### src/design/pidaw_pkg.sv
// ----------------------------------------------------------------------------
// pidaw_pkg: shared types, constants and helpers for the PID step unit
// Q16.16 widths, register indexes, configuration bundle and saturation.
// ----------------------------------------------------------------------------
package pidaw_pkg;

	localparam int Q_W     = 32;
	localparam int FRAC_W  = 16;
	localparam int PROD_W  = 2 * Q_W;
	localparam int SAT_W   = PROD_W - FRAC_W;
	localparam int IDX_W   = 3;
	localparam int OUT_W   = 72;

	localparam logic signed [Q_W-1:0] Q_MAX = 32'sh7FFF_FFFF;
	localparam logic signed [Q_W-1:0] Q_MIN = 32'sh8000_0000;

	typedef enum logic [IDX_W-1:0] {
		REG_LIMIT_HIGH  = 3'd0,
		REG_LIMIT_LOW   = 3'd1,
		REG_KP          = 3'd2,
		REG_KI          = 3'd3,
		REG_KD          = 3'd4,
		REG_ANGLE_SCALE = 3'd5
	} reg_idx_t;

	typedef struct packed {
		logic signed [Q_W-1:0] limit_high;
		logic signed [Q_W-1:0] limit_low;
		logic signed [Q_W-1:0] kp;
		logic signed [Q_W-1:0] ki;
		logic signed [Q_W-1:0] kd;
		logic signed [Q_W-1:0] angle_scale;
	} cfg_t;

	// clamp a wide signed value into the Q16.16 range
	function automatic logic signed [Q_W-1:0] sat_q(input logic signed [SAT_W-1:0] x);
		logic signed [Q_W-1:0] r;
		if (x > SAT_W'(Q_MAX)) begin
			r = Q_MAX;
		end else if (x < SAT_W'(Q_MIN)) begin
			r = Q_MIN;
		end else begin
			r = x[Q_W-1:0];
		end
		return r;
	endfunction

endpackage

### src/design/pidaw_regs.sv
// ----------------------------------------------------------------------------
// pidaw_regs: configuration register file
// Six Q16.16 registers written through a valid/ready channel.
// ----------------------------------------------------------------------------
module pidaw_regs (
	input  logic                        clk,
	input  logic                        arst_n,
	input  logic                        cfg_valid,
	output logic                        cfg_ready,
	input  logic [pidaw_pkg::IDX_W-1:0] cfg_index,
	input  logic [pidaw_pkg::Q_W-1:0]   cfg_data,
	output pidaw_pkg::cfg_t             cfg
);
	import pidaw_pkg::*;

	cfg_t cfg_q;

	assign cfg_ready = 1'b1;
	assign cfg       = cfg_q;

	always_ff @(posedge clk or negedge arst_n) begin
		if (!arst_n) begin
			cfg_q <= '0;
		end else if (cfg_valid) begin
			// indexes past the list drop the write
			unique case (reg_idx_t'(cfg_index))
				REG_LIMIT_HIGH:  cfg_q.limit_high  <= cfg_data;
				REG_LIMIT_LOW:   cfg_q.limit_low   <= cfg_data;
				REG_KP:          cfg_q.kp          <= cfg_data;
				REG_KI:          cfg_q.ki          <= cfg_data;
				REG_KD:          cfg_q.kd          <= cfg_data;
				REG_ANGLE_SCALE: cfg_q.angle_scale <= cfg_data;
				default:         cfg_q             <= cfg_q;
			endcase
		end
	end

endmodule

### src/design/pidaw_mul.sv
// ----------------------------------------------------------------------------
// pidaw_mul: shared Q16.16 multiplier
// Registers the full product, then rounds to nearest (ties up) and saturates.
// ----------------------------------------------------------------------------
module pidaw_mul (
	input  logic                              clk,
	input  logic signed [pidaw_pkg::Q_W-1:0]  a,
	input  logic signed [pidaw_pkg::Q_W-1:0]  b,
	output logic signed [pidaw_pkg::Q_W-1:0]  res
);
	import pidaw_pkg::*;

	logic signed [PROD_W-1:0] prod_q;
	logic signed [PROD_W-1:0] rounded;

	always_ff @(posedge clk) begin
		prod_q <= PROD_W'(a) * PROD_W'(b);
	end

	// product magnitude is at most 2^62, so the rounding add cannot wrap
	assign rounded = prod_q + PROD_W'(64'sd32768);
	assign res     = sat_q(rounded[PROD_W-1:FRAC_W]);

endmodule

### src/design/pid_antiwindup_angle_step_unit.sv
// ----------------------------------------------------------------------------
// pid_antiwindup_angle_step_unit: PID step with conditional integration
// Drive = kp*e + integral + kd*(e - e_prev); angle from the drive second
// difference. One shared multiplier is stepped by a small sequencer.
// ----------------------------------------------------------------------------
// Flow: an accepted word goes through four passes of the single multiplier
// plus the two saturating sum steps before the result word is loaded; a
// stalled output holds the sequencer in S_FIN until the register frees up.
// Input is taken again as soon as the result sits in the output register.
// Reset: asynchronous, active low; clears registers, integral and history.
module pid_antiwindup_angle_step_unit (
	input  logic                        clk,
	input  logic                        arst_n,
	input  logic                        s_tvalid,
	output logic                        s_tready,
	input  logic [pidaw_pkg::Q_W-1:0]   s_tdata,   // [31:0] error_sample
	output logic                        m_tvalid,
	input  logic                        m_tready,
	output logic [pidaw_pkg::OUT_W-1:0] m_tdata,   // [31:0] drive, [63:32] angle,
	                                               // [64] windup_hold, [71:65] zero
	input  logic                        cfg_valid,
	output logic                        cfg_ready,
	input  logic [pidaw_pkg::IDX_W-1:0] cfg_index,
	input  logic [pidaw_pkg::Q_W-1:0]   cfg_data
);
	import pidaw_pkg::*;

	typedef enum logic [2:0] {
		S_IDLE, S_MKI, S_MKP, S_MKD, S_SUM, S_D2, S_MAN, S_FIN
	} state_t;

	state_t state_q;
	cfg_t   cfg;

	logic signed [Q_W-1:0] e_q;
	logic signed [Q_W-1:0] diff_q;
	logic                  hold_q;
	logic signed [Q_W-1:0] pterm_q;
	logic signed [Q_W-1:0] drive_q;
	logic signed [Q_W-1:0] d2_q;
	logic signed [Q_W-1:0] integral_q;
	logic signed [Q_W-1:0] last_error_q;
	logic signed [Q_W-1:0] last_drive_q;
	logic signed [Q_W-1:0] second_last_drive_q;
	logic                  m_tvalid_q;
	logic [OUT_W-1:0]      m_tdata_q;

	logic signed [Q_W-1:0] e_in;
	logic                  hold_in;
	logic signed [Q_W-1:0] mul_a;
	logic signed [Q_W-1:0] mul_b;
	logic signed [Q_W-1:0] mul_res;

	pidaw_regs u_regs (
		.clk       (clk),
		.arst_n    (arst_n),
		.cfg_valid (cfg_valid),
		.cfg_ready (cfg_ready),
		.cfg_index (cfg_index),
		.cfg_data  (cfg_data),
		.cfg       (cfg)
	);

	pidaw_mul u_mul (
		.clk (clk),
		.a   (mul_a),
		.b   (mul_b),
		.res (mul_res)
	);

	assign s_tready = (state_q == S_IDLE);
	assign m_tvalid = m_tvalid_q;
	assign m_tdata  = m_tdata_q;

	assign e_in    = $signed(s_tdata);
	assign hold_in = ((last_drive_q > cfg.limit_high) && (e_in > 0)) ||
	                 ((last_drive_q < cfg.limit_low)  && (e_in < 0));

	// operand select: the product shows up at mul_res in the next cycle
	always_comb begin
		unique case (state_q)
			S_MKI:        begin mul_a = cfg.ki;          mul_b = e_q;    end
			S_MKP:        begin mul_a = cfg.kp;          mul_b = e_q;    end
			S_MKD:        begin mul_a = cfg.kd;          mul_b = diff_q; end
			S_MAN, S_FIN: begin mul_a = cfg.angle_scale; mul_b = d2_q;   end
			default:      begin mul_a = cfg.ki;          mul_b = e_q;    end
		endcase
	end

	always_ff @(posedge clk or negedge arst_n) begin
		if (!arst_n) begin
			state_q             <= S_IDLE;
			m_tvalid_q          <= 1'b0;
			m_tdata_q           <= '0;
			e_q                 <= '0;
			diff_q              <= '0;
			hold_q              <= 1'b0;
			pterm_q             <= '0;
			drive_q             <= '0;
			d2_q                <= '0;
			integral_q          <= '0;
			last_error_q        <= '0;
			last_drive_q        <= '0;
			second_last_drive_q <= '0;
		end else begin
			// drop valid on handoff unless a new word loads in the same cycle
			if (m_tvalid_q && m_tready && (state_q != S_FIN)) begin
				m_tvalid_q <= 1'b0;
			end
			unique case (state_q)
				S_IDLE: begin
					if (s_tvalid) begin
						e_q     <= e_in;
						hold_q  <= hold_in;
						diff_q  <= sat_q(SAT_W'(e_in) - SAT_W'(last_error_q));
						state_q <= S_MKI;
					end
				end
				S_MKI: begin
					state_q <= S_MKP;
				end
				S_MKP: begin
					// ki*e is ready; skip integration while held
					if (!hold_q) begin
						integral_q <= sat_q(SAT_W'(integral_q) + SAT_W'(mul_res));
					end
					state_q <= S_MKD;
				end
				S_MKD: begin
					pterm_q <= mul_res;
					state_q <= S_SUM;
				end
				S_SUM: begin
					drive_q <= sat_q(SAT_W'(pterm_q) + SAT_W'(integral_q) + SAT_W'(mul_res));
					state_q <= S_D2;
				end
				S_D2: begin
					d2_q <= sat_q(SAT_W'(drive_q) - (SAT_W'(last_drive_q) <<< 1)
					              + SAT_W'(second_last_drive_q));
					state_q <= S_MAN;
				end
				S_MAN: begin
					state_q <= S_FIN;
				end
				S_FIN: begin
					// hold here until the output register frees up
					if (!m_tvalid_q || m_tready) begin
						m_tdata_q           <= {7'b0, hold_q, mul_res, drive_q};
						m_tvalid_q          <= 1'b1;
						second_last_drive_q <= last_drive_q;
						last_drive_q        <= drive_q;
						last_error_q        <= e_q;
						state_q             <= S_IDLE;
					end
				end
				default: begin
					state_q <= S_IDLE;
				end
			endcase
		end
	end

endmodule

### config.mk
export PLATFORM = sky130hd
export DESIGN_NAME = pid_antiwindup_angle_step_unit
export DESIGN_NICKNAME = d
export VERILOG_FILES = /design/src/design/pidaw_pkg.sv /design/src/design/pidaw_regs.sv /design/src/design/pidaw_mul.sv /design/src/design/pid_antiwindup_angle_step_unit.sv
export SDC_FILE = /design/constraint.sdc
export NUM_CORES = 2
export LEC_CHECK = 0
export BUFFER_PORTS_ARGS = -buffer_cell sky130_fd_sc_hd__buf_4
export CAP_MARGIN = 20
export CORE_UTILIZATION = 64
export DETAILED_ROUTE_END_ITERATION = 7
export PLACE_DENSITY = 0.83
export SYNTH_ARGS = -nofsm -noshare
export SYNTH_HDL_FRONTEND = slang
export SYNTH_SLANG_ARGS = --single-unit
### constraint.sdc
create_clock -name clk -period 12.8 [get_ports clk]
set_input_delay 0.64 -clock clk [delete_from_list [all_inputs] [get_ports clk]]
set_output_delay 0.64 -clock clk [all_outputs]
set_load 0.01 [all_outputs]
==> reports/metrics.yaml <==
ys_seq_area_frac: 0.2027
synth_seq_cells: 567
h-tree-depth: 2
routed_via_density: 6.112
syn_avg_cell_area_sq_um: 9.300
synth_top_family_by_area: "adder cells"
synth-async-reset-ratio: 0.9136
fmax_ghz: 0.09217
synth_fa_ha_area_frac: 0.4065
ff2ff_setup_slack_ns: 1.95
hold_viol: 3
synthTopCellsByCount: "1412 x inv_1, 1148 x fa_1, 875 x nand2_1"
drive_gt1_frac: 0.09063
worstSetupPathType: "flop to flop"
maxSlewHeadroom: 0.2057
dp_hpwl_mm: 161.9
ctsResizeCount: 0
critPathSlowestCell: "fa_1"
detail-route-antenna-nets: 0
rr_worst_depth: 29
maxCapViolCount: 0
finalClockSkew_ns: 0.06050
numPortBuffers: 138
area_delta_synth_final_pct: 6.990
cp_num_buf_inv: 9
min_path_type: "input port to asynchronous set/reset pin"
cpMostUsedCell: "fa_1"
synth_top_cells_by_area: "fa_1 33%, dfrtp_1 19%, inv_1 7.7%"
synth-edff-count: 0
track_usage: 0.3906
grt_max_degree: 162
totalNegativeSetupSlack_ns: 0
required_ns: 13.36
overflow: 0
clockRootBuffer: "clkbuf_16"
die_x_um: 329.8
cp_max_fo: 37
arrival_ns: 11.41
die_y_um: 329.8
finalCritPeriodShare: 0.8477
cp-end-kind: "flop"
dieArea_sq_um: 108800
rsz0062_at_grt: "no"
synth_most_common_cell: "inv_1"
grt_pass1_wl_mm: 321.7
crit_path_start_kind: "flop"
period_minus_slack_ns: 10.85
synth-xor-area-share: 0.02494
synthFlopType: "dfrtp_1"
synth_mux_area_frac: 0.03081
holdBufCountCts: 0
drt_iter0_markers: 4932
start_util: 0.6498
routed_wl_mm: 204.8
num_rows: 119
status: "complete, but fails checks"
drt-wirelength-per-cell_um: 23.23
synth_simple_gate_area_frac: 0.1197
cpPeakStageDelay_ns: 0.90
fillCellCount: 7754
num_vias: 53900
ioPinCount: 147
cp-startpoint: "state_q[0]"
worst-path-stages: 29
cts_buffers: 60
synth_top_cell_by_area: "fa_1"
core_sq_um: 105900
synthCells: 7396
final-setup-viol-count: 0
path_delay_family: "adder cells"
clk_latency_ns: 0.66
firstDrtPassIters: 8
worstSetupEndpoint: "u_mul.prod_q[63]"
clk_pin_slew_ns: 0.06
ys_warn_count: 0
cts_tree: "done"
gp_congestion: 1.033
cts_buffer_depth: 3
violations: "negative hold slack"
post_cts_buffers: 0
hold_slack_ns: -0.01213
grt_pass1_vias: 56380
antenna_found_initial: 18
synth-compound-area-share: 0.1174
drc: 0
reg2reg_from: "state_q[0]"
synth_area_sq_um: 68780
r2r-end: "u_mul.prod_q[63]"
drv_slew: 0
worst_pin_slew_ns: 1.191
cts.sinks: 567
synth.top_cell.area_share: 0.3341
nets: 8973
synth_cell_types: 108
-- state kept, by name (all words and copies together), names as in the netlist --
register / cells
hold_q: 1
u_regs.cfg: 192
pterm_q: 32
second_last_drive_q: 32
d2_q: 32
last_drive_q: 31
m_tvalid: 1
u_mul.prod_q: 49
last_error_q: 32
integral_q: 32
diff_q: 32
drive_q: 32
state_q: 3
m_tdata: 34
e_q: 32
-- layout by cell type (no fill, tap or decap), types with 21 or more instances in the layout --
cell          n
dfrtp_1     517
a21oi_1     225
and3_1       30
o21ai_0     294
a221o_1      32
o211ai_1     24
nand2b_1     78
a21o_1      123
buf_4       246
clkbuf_16    60
o221ai_1     39
ha_1        376
mux2i_1      25
xnor2_1     128
maj3_1       25
o21ai_1      79
nand2_1     874
nor2b_1      27
nor2_1      669
o22ai_1      45
a22oi_1      24
o21bai_1     23
nand4_1      36
a31oi_1      21
dfxtp_1      49
inv_1      1412
a211oi_1     21
fa_1       1148
xor2_1       66
o21a_1       38
nor3_1       57
mux2_2      166
a21oi_4      29
nand3_1      65
-- per-stage QoR --
stage / area (sq um) / hold slack, ns / cells / worst slack [ns] / utilization
2_1_floorplan: 68810 / 0.3444 / 7402 / 3.627 / -
3_3_place_gp: 71360 / 0.4591 / 8697 / 2.197 / 0.6741
3_5_place_dp: 71370 / 0.4664 / 8698 / 2.018 / 0.6742
4_1_cts: 73450 / 0.08345 / 8811 / 1.997 / 0.6938
5_1_grt: 73590 / 0.1233 / 8818 / 1.431 / 0.6952
6_report: 73590 / -0.01213 / 8819 / 1.950 / 0.6952
-- cells by family (layout without fill, tap and decap cells) --
group	count (synthesis)	in the layout
and+or+nand+nor	1944	1944
buffers and inverters	1756	1780
adders and majority gates	1551	1551
AOI/OAI and AO/OA	1190	1190
DFF	567	567
xor gates and xnor gates	195	195
muxes	191	191
other	2	10
-- routing by layer --
metal	vias to the layer above	global-route usage	wire, um
met1	27010	0.4948	74850
met4	26	0.2110	13650
met5	-	0	189
li1	23230	-	-
met3	751	0.1249	23910
met2	2886	0.5995	92220
-- how the worst min path moves through the flow --
stage / start / slack [ns] / end
5_1_grt: arst_n / 0.12 / integral_q[6]
3_3_place_gp: diff_q[4] / 0.46 / diff_q[4]
4_1_cts: arst_n / 0.08 / drive_q[12]
2_1_floorplan: arst_n / 0.34 / d2_q[0]
3_5_place_dp: diff_q[4] / 0.47 / diff_q[4]
6_report: arst_n / -0.01 / pterm_q[3]
-- area by class of cell --
type | instances | area (sq um) | share of cell area
antenna | 2 | 5.005 | 0.00006801
clock buffer | 82 | 1674 | 0.02275
clock inverter | 31 | 402.9 | 0.005475
inverter | 1412 | 5300 | 0.07202
multi-input combinational | 5079 | 48490 | 0.6589
sequential | 567 | 13940 | 0.1895
tap | 1391 | 1740 | 0.02365
timing repair buffer | 255 | 2033 | 0.02763
Power is not shown: default switching activity piles up to over one toggle a cycle in this logic, so the estimate is an artifact.
